$ cat config.mk
export PLATFORM = sky130hd
export DESIGN_NAME = round_robin_process_scheduler_core
export DESIGN_NICKNAME = d
export VERILOG_FILES = /design/src/sv/rrps_pkg.sv /design/src/sv/rrps_ctrl.sv /design/src/sv/rrps_dp.sv /design/src/sv/round_robin_process_scheduler_core.sv
export SDC_FILE = /design/constraint.sdc
export NUM_CORES = 1
export LEC_CHECK = 0
export BUFFER_PORTS_ARGS = -buffer_cell sky130_fd_sc_hd__buf_2
export CAP_MARGIN = 20
export CORE_ASPECT_RATIO = 1.2
export CORE_UTILIZATION = 45
export DETAILED_ROUTE_END_ITERATION = 7
export PLACE_DENSITY_LB_ADDON = 0.15
export SKIP_LAST_GASP = 1
export SYNTH_ARGS = -nofsm -noshare
export SYNTH_HDL_FRONTEND = slang
export SYNTH_SLANG_ARGS = --single-unit
$ cat constraint.sdc
create_clock -name clk -period 7.9 [get_ports clk]
set_input_delay 0.395 -clock clk [delete_from_list [all_inputs] [get_ports clk]]
set_output_delay 0.395 -clock clk [all_outputs]
set_load 0.02 [all_outputs]
$ cat src/sv/rrps_pkg.sv
// Shared types and constants for the round-robin process scheduler.
`timescale 1ns / 1ps
`default_nettype none

package rrps_pkg;

  localparam int MAX_PROCS_DEF = 16;
  localparam logic [15:0] QUANTUM_RESET = 16'd10;

  localparam logic MODE_CREATE = 1'b0;
  localparam logic MODE_TICK   = 1'b1;

  localparam logic [1:0] STAT_RUNNING = 2'd0;
  localparam logic [1:0] STAT_DONE    = 2'd1;
  localparam logic [1:0] STAT_CREATED = 2'd2;
  localparam logic [1:0] STAT_FULL    = 2'd3;

  typedef enum logic [2:0] {
    ST_IDLE,
    ST_EXEC,
    ST_RING,
    ST_SLOT,
    ST_OUT
  } state_t;

  typedef struct packed {
    logic cap;
    logic exec;
    logic load_out;
  } cmd_t;

  typedef struct packed {
    logic [1:0]  status;
    logic        switch_now;
    logic [3:0]  running_id;
    logic [15:0] running_base;
    logic [15:0] running_size;
  } result_t;

endpackage

`default_nettype wire

$ cat src/sv/rrps_ctrl.sv
// Controller state machine that sequences each word through the datapath.
`timescale 1ns / 1ps
`default_nettype none

module rrps_ctrl (
  input  wire              clk,
  input  wire              rst_n,
  input  wire              in_tvalid,
  output logic             in_tready,
  output logic             out_tvalid,
  input  wire              out_tready,
  output rrps_pkg::cmd_t   cmd
);
  import rrps_pkg::*;

  state_t state_r, state_nxt;
  logic   out_valid_r, out_valid_nxt;

  always_ff @(posedge clk) begin
    if (!rst_n) begin
      state_r     <= ST_IDLE;
      out_valid_r <= 1'b0;
    end else begin
      state_r     <= state_nxt;
      out_valid_r <= out_valid_nxt;
    end
  end

  always_comb begin
    state_nxt     = state_r;
    cmd           = '0;
    out_valid_nxt = out_valid_r & ~out_tready;
    in_tready     = 1'b0;
    case (state_r)
      ST_IDLE: begin
        in_tready = 1'b1;
        if (in_tvalid) begin
          cmd.cap   = 1'b1;
          state_nxt = ST_EXEC;
        end
      end
      ST_EXEC: begin
        cmd.exec  = 1'b1;
        state_nxt = ST_RING;
      end
      ST_RING: begin
        state_nxt = ST_SLOT;
      end
      ST_SLOT: begin
        state_nxt = ST_OUT;
      end
      ST_OUT: begin
        if (!out_valid_r || out_tready) begin
          cmd.load_out  = 1'b1;
          out_valid_nxt = 1'b1;
          state_nxt     = ST_IDLE;
        end
      end
      default: begin
        state_nxt = ST_IDLE;
      end
    endcase
  end

  assign out_tvalid = out_valid_r;

endmodule

`default_nettype wire

$ cat src/sv/rrps_dp.sv
// Datapath with the process table, the ready ring, the tick counter and the result register.
`timescale 1ns / 1ps
`default_nettype none

module rrps_dp #(
  parameter int MAX_PROCS = rrps_pkg::MAX_PROCS_DEF
) (
  input  wire                clk,
  input  wire                rst_n,
  input  rrps_pkg::cmd_t     cmd,
  input  wire                cfg_wr_en,
  input  wire  [15:0]        cfg_wr_data,
  input  wire                in_mode,
  input  wire  [15:0]        in_base,
  input  wire  [15:0]        in_size,
  input  wire                in_term,
  output rrps_pkg::result_t  res
);
  import rrps_pkg::*;

  localparam int IDW = (MAX_PROCS > 1) ? $clog2(MAX_PROCS) : 1;
  localparam int CW  = $clog2(MAX_PROCS + 1);
  localparam int SW  = IDW + 1;

  logic [15:0]    quantum_r;
  logic [IDW-1:0] head_r, head_nxt;
  logic [CW-1:0]  count_r, count_nxt;
  logic [CW-1:0]  next_id_r, next_id_nxt;
  logic [15:0]    ticks_r, ticks_nxt;

  logic           mode_r, term_r;
  logic [15:0]    base_r, size_r;
  logic [1:0]     stat_r, stat_nxt;
  logic           sw_r, sw_nxt;

  logic [15:0]    base_mem [MAX_PROCS];
  logic [15:0]    size_mem [MAX_PROCS];
  logic [IDW-1:0] ring_mem [MAX_PROCS];
  logic [IDW-1:0] ring_rd_r;
  logic [15:0]    base_rd_r, size_rd_r;

  logic [SW-1:0]  tail_sum, tail_pos;
  logic [IDW-1:0] tail_idx, head_inc;
  logic           slot_we, ring_we;
  logic [IDW-1:0] ring_wdata;

  result_t        res_r;

  assign tail_sum = SW'(head_r) + SW'(count_r);
  assign tail_pos = (tail_sum >= SW'(MAX_PROCS)) ? tail_sum - SW'(MAX_PROCS) : tail_sum;
  assign tail_idx = tail_pos[IDW-1:0];
  assign head_inc = (head_r == IDW'(MAX_PROCS - 1)) ? '0 : head_r + IDW'(1);

  always_comb begin
    head_nxt    = head_r;
    count_nxt   = count_r;
    next_id_nxt = next_id_r;
    ticks_nxt   = ticks_r;
    stat_nxt    = STAT_RUNNING;
    sw_nxt      = 1'b0;
    slot_we     = 1'b0;
    ring_we     = 1'b0;
    ring_wdata  = next_id_r[IDW-1:0];
    if (mode_r == MODE_CREATE) begin
      if (next_id_r >= CW'(MAX_PROCS)) begin
        stat_nxt = STAT_FULL;
      end else begin
        slot_we     = 1'b1;
        ring_we     = 1'b1;
        next_id_nxt = next_id_r + CW'(1);
        count_nxt   = count_r + CW'(1);
        stat_nxt    = STAT_CREATED;
        sw_nxt      = (count_r == '0);
      end
    end else if (count_r == '0) begin
      stat_nxt = STAT_DONE;
    end else if (term_r) begin
      head_nxt  = head_inc;
      count_nxt = count_r - CW'(1);
      if (count_r == CW'(1)) begin
        stat_nxt = STAT_DONE;
      end else begin
        ticks_nxt = '0;
        sw_nxt    = 1'b1;
      end
    end else if (ticks_r == quantum_r) begin
      ticks_nxt = '0;
      if (count_r != CW'(1)) begin
        ring_we    = 1'b1;
        ring_wdata = ring_rd_r;
        head_nxt   = head_inc;
        sw_nxt     = 1'b1;
      end
    end else begin
      ticks_nxt = ticks_r + 16'd1;
    end
  end

  always_ff @(posedge clk) begin
    if (!rst_n) begin
      quantum_r <= QUANTUM_RESET;
      head_r    <= '0;
      count_r   <= '0;
      next_id_r <= '0;
      ticks_r   <= '0;
    end else begin
      if (cfg_wr_en) begin
        quantum_r <= cfg_wr_data;
      end
      if (cmd.exec) begin
        head_r    <= head_nxt;
        count_r   <= count_nxt;
        next_id_r <= next_id_nxt;
        ticks_r   <= ticks_nxt;
      end
    end
  end

  always_ff @(posedge clk) begin
    if (cmd.cap) begin
      mode_r <= in_mode;
      base_r <= in_base;
      size_r <= in_size;
      term_r <= in_term;
    end
    if (cmd.exec) begin
      stat_r <= stat_nxt;
      sw_r   <= sw_nxt;
    end
  end

  always_ff @(posedge clk) begin
    if (cmd.exec && ring_we) begin
      ring_mem[tail_idx] <= ring_wdata;
    end
    ring_rd_r <= ring_mem[head_r];
  end

  always_ff @(posedge clk) begin
    if (cmd.exec && slot_we) begin
      base_mem[next_id_r[IDW-1:0]] <= base_r;
      size_mem[next_id_r[IDW-1:0]] <= size_r;
    end
    base_rd_r <= base_mem[ring_rd_r];
    size_rd_r <= size_mem[ring_rd_r];
  end

  always_ff @(posedge clk) begin
    if (cmd.load_out) begin
      res_r.status     <= stat_r;
      res_r.switch_now <= sw_r;
      if (count_r == '0) begin
        res_r.running_id   <= '0;
        res_r.running_base <= '0;
        res_r.running_size <= '0;
      end else begin
        res_r.running_id   <= 4'(ring_rd_r);
        res_r.running_base <= base_rd_r;
        res_r.running_size <= size_rd_r;
      end
    end
  end

  assign res = res_r;

endmodule

`default_nettype wire

$ cat src/sv/round_robin_process_scheduler_core.sv
// Top level of the round-robin process scheduler.
//
// The input channel carries one create or tick word. in_tuser selects the
// kind (0 create, 1 tick); in_tdata holds the process base and size for a
// create and the finished flag for a tick. Every accepted word gives exactly
// one result word on the output channel: the status in out_tuser and the
// switch flag plus the id, base and size of the process at the queue head in
// out_tdata. The quantum is written through cfg_wr_en and cfg_wr_data; the
// user must write it only while the block is idle, which the block does not enforce.
// After acceptance an item passes the EXEC, RING, SLOT and OUT states, and its
// result is loaded in OUT; no new item is taken until it leaves OUT. RING and
// SLOT cover the chain of the ring read at the new head and the table read at
// the id it returns, both through registered memory ports.
// After reset the queue and table are empty and the quantum is 10; there is
// no clearing pass, so the first item can be taken right away.
// A result waits in the output register while the receiver stalls; the next
// item is still accepted and worked on, and its result is held back until
// the waiting one has been taken.
`timescale 1ns / 1ps
`default_nettype none

module round_robin_process_scheduler_core #(
  parameter int MAX_PROCS = rrps_pkg::MAX_PROCS_DEF
) (
  input  wire         clk,
  input  wire         rst_n,
  input  wire         in_tvalid,
  output logic        in_tready,
  input  wire  [39:0] in_tdata,   // proc_base, proc_size, terminated, zero pad
  input  wire         in_tuser,   // mode
  output logic        out_tvalid,
  input  wire         out_tready,
  output logic [39:0] out_tdata,  // switch_now, running_id, running_base, running_size, zero pad
  output logic [1:0]  out_tuser,  // status
  input  wire         cfg_wr_en,
  input  wire  [15:0] cfg_wr_data
);
  import rrps_pkg::*;

  cmd_t    cmd;
  result_t res;

  rrps_ctrl u_ctrl (
    .clk        (clk),
    .rst_n      (rst_n),
    .in_tvalid  (in_tvalid),
    .in_tready  (in_tready),
    .out_tvalid (out_tvalid),
    .out_tready (out_tready),
    .cmd        (cmd)
  );

  rrps_dp #(
    .MAX_PROCS (MAX_PROCS)
  ) u_dp (
    .clk         (clk),
    .rst_n       (rst_n),
    .cmd         (cmd),
    .cfg_wr_en   (cfg_wr_en),
    .cfg_wr_data (cfg_wr_data),
    .in_mode     (in_tuser),
    .in_base     (in_tdata[15:0]),
    .in_size     (in_tdata[31:16]),
    .in_term     (in_tdata[32]),
    .res         (res)
  );

  assign out_tuser = res.status;
  assign out_tdata = {3'b000, res.running_size, res.running_base, res.running_id,
                      res.switch_now};

`ifndef SYNTH
  a_one_in_flight: assert property (@(posedge clk) disable iff (!rst_n)
    (in_tvalid && in_tready) |=> !in_tready)
    else $error("A second word was accepted while one is in flight.");

  a_result_latency: assert property (@(posedge clk) disable iff (!rst_n)
    (in_tvalid && in_tready && !out_tvalid) |-> ##5 out_tvalid)
    else $error("Result did not appear five cycles after acceptance.");

  a_switch_status: assert property (@(posedge clk) disable iff (!rst_n)
    (out_tvalid && (out_tuser == STAT_FULL || out_tuser == STAT_DONE)) |-> !out_tdata[0])
    else $error("Switch flag set on a done or table full result.");
`endif

endmodule

`default_nettype wire
# Yosys cells after proc, flatten, opt, wreduce, memory -nomap -nowiden
# Memories as Yosys holds them, arrays and structs flattened. A register that Yosys moved wholly into a read port is not among the register bits.
# Cells that the tools add are included.
# word_totals
ff_bits	126
ramBits	576
input_bits	62
output_inout_bits	44
elab_cells	111
memories	3
# op_classes
add_sub_neg	7
n_lt_le_gt_ge	2
eq_ne	14
mux	49
bitwise_logic	5
reduce_logical	13
# memory_table
name	depth	width	rd	rd_ports_with_merged_regs	wr	line	source
u_dp.base_mem	16	16	1	1	1	rrps_dp.sv:36	logic [15:0] base_mem [MAX_PROCS];
u_dp.size_mem	16	16	1	1	1	rrps_dp.sv:37	logic [15:0] size_mem [MAX_PROCS];
u_dp.ring_mem	16	4	1	1	1	rrps_dp.sv:38	logic [IDW-1:0] ring_mem [MAX_PROCS];
# op_table
op	count
$mux W16	3
$mux W4	10
$mux W1	26
$mux W5	4
$add A16 B1 Y16 const B	1
$eq A16 B16 Y1	1
$pmux W3 S5	1
$add A5 B1 Y5 const B	2
$ge A5 B5 Y1 const B	2
$ne A2 B2 Y1 const B	4
$reduce_and A4 Y1	2
$eq A3 B2 Y1 const B	2
$mux W2	3
$mux W3	2
$add A4 B5 Y5	1
$eq A5 B1 Y1 const B	1
$logic_not A5 Y1	1
$ne A5 B1 Y1 const B	1
$reduce_and A5 Y1	1
$sub A5 B1 Y5 const B	1
$add A4 B1 Y4 const B	1
$eq A4 B4 Y1 const B	1
$ne A2 B1 Y1 const B	2
$not A1 Y1	4
other kinds (11)	13

# Depth between registers and ports, before layout
# logic_depth
word_depth	9
ltp_mapped	9
depth_no_buf	7

# Modules after synthesis
# From an unflattened synthesis, not the netlist that was laid out.
# hier_totals
cells_unflattened	1295
area_unflattened_um2	27854.2
# by_module_without_submodules
module	n_inst	cells_per_inst	area_per_inst_um2	seq_area_each_um2
rrps_dp	1	1272	27647.8	21220.4
rrps_ctrl	1	19	180.2	80.1
round_robin_process_scheduler_core	1	4	26.3	0.0

# Least setup slack after synthesis
# Ideal clock, no wire load.
# synth_path
path_kind	register -> register
start	register u_ctrl.state_r[1]
end	memory u_dp.base_mem[3][0], enable pin
setup_ps	461
t_arrival_ps	3663
t_required_ps	7439
slack_ps	3776
stages_incl_launch_ff	7
n_path_buf	2
period_less_slack_ps	4124
cell_sequence	dfxtp_1 -> clkbuf_1 -> nor3b_1 -> and2_1 -> clkbuf_1 -> nand2_1 -> nor3_1
# synth_between
elab_chain_cells	5
# synth_rtl
element	line	source
start: declaration	rrps_ctrl.sv:16	state_t state_r, state_nxt;
start signal: assignment	rrps_ctrl.sv:24	state_r <= state_nxt;
$eq A3 B1 Y1	rrps_ctrl.sv:34	case (state_r)
$mux W1	rrps_ctrl.sv:34	
$logic_and A1 B1 Y1	rrps_dp.sv:140	if (cmd.exec && slot_we) begin
$mux W1	rrps_dp.sv:140	
$mux W1 (implied by the code)	rrps_dp.sv:141	base_mem[next_id_r[IDW-1:0]] <= base_r;
end: declaration	rrps_dp.sv:36	
# No other way between the ends.

# Worst setup path in the final report
# layout_path
start	register u_dp.count_r[1]
end	memory u_dp.ring_mem[8][1] in the netlist's numbering, enable pin
# layout_between
elab_chain_cells	9
word_cells_on_any_way	14
classes_between	add/sub (2); order compare (1); eq/ne (1); mux (8); reduce/logical (2)
# layout_rtl
element	line	source
start: declaration	rrps_dp.sv:27	logic [CW-1:0] count_r, count_nxt;
start signal: assignment	rrps_dp.sv:112	count_r <= count_nxt;
branches (longest 9 deep; another with $add A4 B5 Y5)	-	
end: declaration	rrps_dp.sv:38	
# Parallel ways; which one is timed is not known.

==> flow_results.org <==
** Outcome
- The run finished with clean final reports.

** Worst setup path
- The worst setup path is captured at a flip-flop.
- STA puts the critical path data required time at 8.13 ns.
- Measured in cells, the most critical reg-to-reg path has a length of 7.
- The slowest stage of the critical path belongs to the cell sky130_fd_sc_hd__nor3_1.
- Worst EP arrival :: 3.57 ns
- For this run, the slowest stage of the critical path takes 0.65 ns.
- The critical path goes through inv_1 > ha_1 > or4b_2 > buf_4 > nand2_1 > o41a_4 > nor3_1.
- In this run the worst path has a maximum fanout of 41.
- Classification of the worst setup path :: flip-flop to flip-flop
- STA classifies the critical path startpoint as a flip-flop.
- Across all register-to-register paths, the minimum setup slack is 4.56 ns.

** Place
- Once detailed placement completed, the half-perimeter wirelength came to 29700 um.
- Summing all placed instances gives a cell area of 29400 um^2.
- Input and output buffers added on the ports amount to 95.
- Prior to clock tree synthesis, the placed netlist has a worst setup slack of 4.53 ns.
- In this run, placement finished with an instance count of 2175.
- Routability-driven placement finished with a final weighted congestion of 0.751.

** STA
- Setup violations remaining at the end of the flow were counted as 0.
- For the final database, setup skew stands at 0.0202 ns.
- Final period utilization :: 42.3%
- The number of hold-slack violations in the final timing report was 0.
- In the final timing run, aggregate negative setup slack is 0 ns.
- The max-slew violation count was 0.
- Static timing analysis puts the maximum clock frequency at 299 MHz.
- Final worst path period need :: 3.34 ns
- The worst pin sits at a relative slew slack of 27.8%.
- Hold is met by 0.0323 ns.
- Setup repair after global routing left no endpoint under its margin.
- At the pin with the least slew margin, the transition time is 1.08 ns.
- Post-route worst setup slack :: 4.56 ns

** Synthesis
- Counting flops and latches in the post-synthesis netlist gives 738.
- Of the total synthesized cell area, the portion taken by full adders, half adders and majority gates is 0.656%.
- In this run, synthesis inferred 652 flip-flops with an integrated enable.
- After synthesis, the largest family of logic cells by area is multiplexers.
- Sorting the synthesized cells by area gives the leading types as sky130_fd_sc_hd__edfxtp_1 70%, sky130_fd_sc_hd__mux4_2 15%, sky130_fd_sc_hd__dfxtp_1 6.2%.
- The cell area that synthesis handed to floorplanning was 27900 um^2.
- For this run, asynchronously set or reset flops after synthesis account for 0%.
- The netlist uses 54 different library cells.
- Part of the Yosys area used for sequential elements :: 76.5%
- After synthesis, the share of cell area in mux cells is 15.5%.
- In the synthesized netlist the dominant register cell turns out to be sky130_fd_sc_hd__edfxtp_1.
- The synthesized design spends more area on one cell type than any other, namely sky130_fd_sc_hd__edfxtp_1.
- Each instance of the synthesized netlist takes up on average 21.2 um^2.
- The Yosys step of the flow raised 0 warnings.
- In the synthesized netlist, the number of instances is 1312.
- Yosys top cell area share :: 70.3%
- Share of the synthesized area in compound gates (AO/OA/AOI/OAI) :: 0.710%
- Post-Synth XOR/XNOR Area :: 1.35%
- Summing the areas of all and, or, nand and nor instances in the mapped netlist gives 4.06% of the synthesized area.

** Route
- Routed vias/inst :: 5.42
- For this run, design rule violations remaining after detail routing come to 0.
- Total vias in the final route :: 12700
- Wire length per cell :: 24.6 um
- Count of routing violations after the opening detailed-route iteration :: 952
- Routed Wire Length :: 57800 um
- Drt first pass iters :: 5
- Post-route ant nets :: 0

** Cells and area
- Counting the fill cells in the layout gives 4824.
- Number of standard cells in the layout, taps in and fillers out :: 2350
- Summing all flip-flop and latch instances after layout gives 21300 um^2.
- The net count of the finished layout is 1557.
- Relative area change from synthesis to final layout :: 15.3%
- Commonest non-fill, non-tap cell in the layout :: sky130_fd_sc_hd__edfxtp_1
- Top library cells by usage in the layout, fill and taps aside :: 652 x sky130_fd_sc_hd__edfxtp_1, 180 x sky130_fd_sc_hd__mux4_2, 95 x sky130_fd_sc_hd__buf_2
- Summing all non-filler instances in the final layout gives an area of 32100 um^2.
- Multi-input logic area :: 6340 um^2
- Share of final-layout standard cells stronger than drive strength 1 :: 29.5%
- Measured on the finished design, the core utilization comes to 52.7%.

** Global routing
- Global routing finished with a remaining overflow of 0.
- The initial antenna violation count came to 1.
- Total track usage :: 18.9%
- Global-route wire length before repair :: 86700 um
- Entering global routing, the biggest net connects 55 pins.
- Vias in the first global route :: 13700

** Clocking
- In this run the deepest clock path goes through 3 buffers.
- Clock tree root buffer cell :: sky130_fd_sc_hd__clkbuf_16
- After clock tree synthesis, the clock-pin slew on the worst setup and hold paths is 0.06 ns.
- Worst-Skew Late Latency :: 0.61 ns
- Counting every sink on the clock net gives 738.
- Number of resized instances in the post-cts repair step :: 0
- Total clock buffers created by CTS :: 74
- CTS H-tree depth :: 3
- TritonCTS built the clock tree.

** Floorplan
- The die is 275 um tall.
- Std cell rows :: 99
- After floorplanning, the core was sized to cover 60900 um^2.
- 106 I/O pins were placed.
- Measured along the x axis, the die boundary spans 229 um.
- The initial utilization of the core area, before any placement, comes to 45.7%.
- The die covers 62900 um^2.

** Min path
- Type of the tightest min-delay check :: input port to flip-flop
- Along the worst hold path, the cell count comes to 3.

** Power
- Leakage power figure :: 10.5 nW
- Across the VDD grid, the largest voltage drop is 0.169 mV.
- Overall power consumption after layout is estimated at 8.16 mW.
- In this run the power density over the cells is 254 nW/um^2.

** Job
- Across the run, the number of max-cap violations was 0.
synth_stat cells, types with 7 or more instances:
master and number:
sky130_fd_sc_hd__nor3_1 30, sky130_fd_sc_hd__nor2_1 57, sky130_fd_sc_hd__mux2i_1 21, sky130_fd_sc_hd__xnor2_1 22, sky130_fd_sc_hd__inv_1 11, sky130_fd_sc_hd__ha_1 13, sky130_fd_sc_hd__xor2_1 19, sky130_fd_sc_hd__nand2_1 33
sky130_fd_sc_hd__buf_1 7, sky130_fd_sc_hd__edfxtp_1 652, sky130_fd_sc_hd__dfxtp_1 86, sky130_fd_sc_hd__and2_1 39, sky130_fd_sc_hd__nand3_1 7, sky130_fd_sc_hd__buf_2 13, sky130_fd_sc_hd__nand2b_1 7, sky130_fd_sc_hd__clkbuf_1 44
sky130_fd_sc_hd__mux4_2 180
critical path: cells and delay by family, from the launching register on:
family / cells / cell delay [ns]
flip-flops: 1 / 0.49
AND/OR/NAND/NOR: 3 / 1.12
AO/OA/AOI/OAI: 1 / 0.51
adder cells (fa/ha/maj): 1 / 0.21
buffers and inverters: 2 / 0.62
where the power goes:
| group | switching [mW] | leakage [nW] | internal (mW) |
|---|---|---|---|
| combinational | 0.198 | 2.70 | 0.177 |
| clock | 1.43 | 1.15 | 1.92 |
| sequential | 0.0838 | 6.62 | 4.34 |
| total | 1.72 | 10.5 | 6.44 |
registers in the layout (all words and copies together), names as in the netlist, 2 cells and up:
name,count
u_dp.size_rd_r,16
u_dp.ticks_r,16
u_dp.size_r,16
u_dp.base_r,16
u_dp.head_r,4
u_dp.quantum_r,16
u_dp.next_id_r,5
u_dp.stat_r,2
u_dp.base_mem,256
u_dp.ring_mem,64
u_dp.res,39
u_dp.ring_rd_r,4
u_ctrl.state_r,3
u_dp.base_rd_r,16
u_dp.size_mem,256
u_dp.count_r,5
cells by family (layout without fill, tap and decap cells):
family	Yosys count	in the layout
xor+xnor	42	42
simple gates	205	205
fa+ha+maj	14	14
mux	205	205
flops	738	738
other cells	1	4
compound gates	27	27
buf+inv	80	307
metal layers:
layer	wire length [um]	global-route usage, %
met1	24600	24.8
met2	29600	32.6
met3	2490	3.05
met4	1140	5.82
met5	0	0
layout make-up:
type                    instances  share of cell area (%)
flip-flops and latches        738                    66.4
multi-input cells             496                    19.7
clock buffers                 105                    6.52
repair buffers                160                    3.33
well taps                     808                    3.15
clock inverters                31                   0.760
inverters                      11                   0.129
diodes                          1                 0.00779
worst paths after layout:
check	startpoint	end
setup / recovery	u_dp.count_r[1]	u_dp.ring_mem[8][1]
hold / removal	cfg_wr_data[12]	u_dp.quantum_r[12]
setup reg to reg	u_dp.count_r[1]	u_dp.ring_mem[8][1]
hold reg to reg	u_dp.sw_r	u_dp.res[36]
timing repair:
| item | in CTS | in global routing |
|---|---|---|
| endpoints found under the setup margin | 0 | 0 |
| hold buffers | 37 | 0 |
| buffers inserted | 0 | 0 |
| hold endpoints to repair | 37 | 0 |
Power figures use the tool's default switching activity.
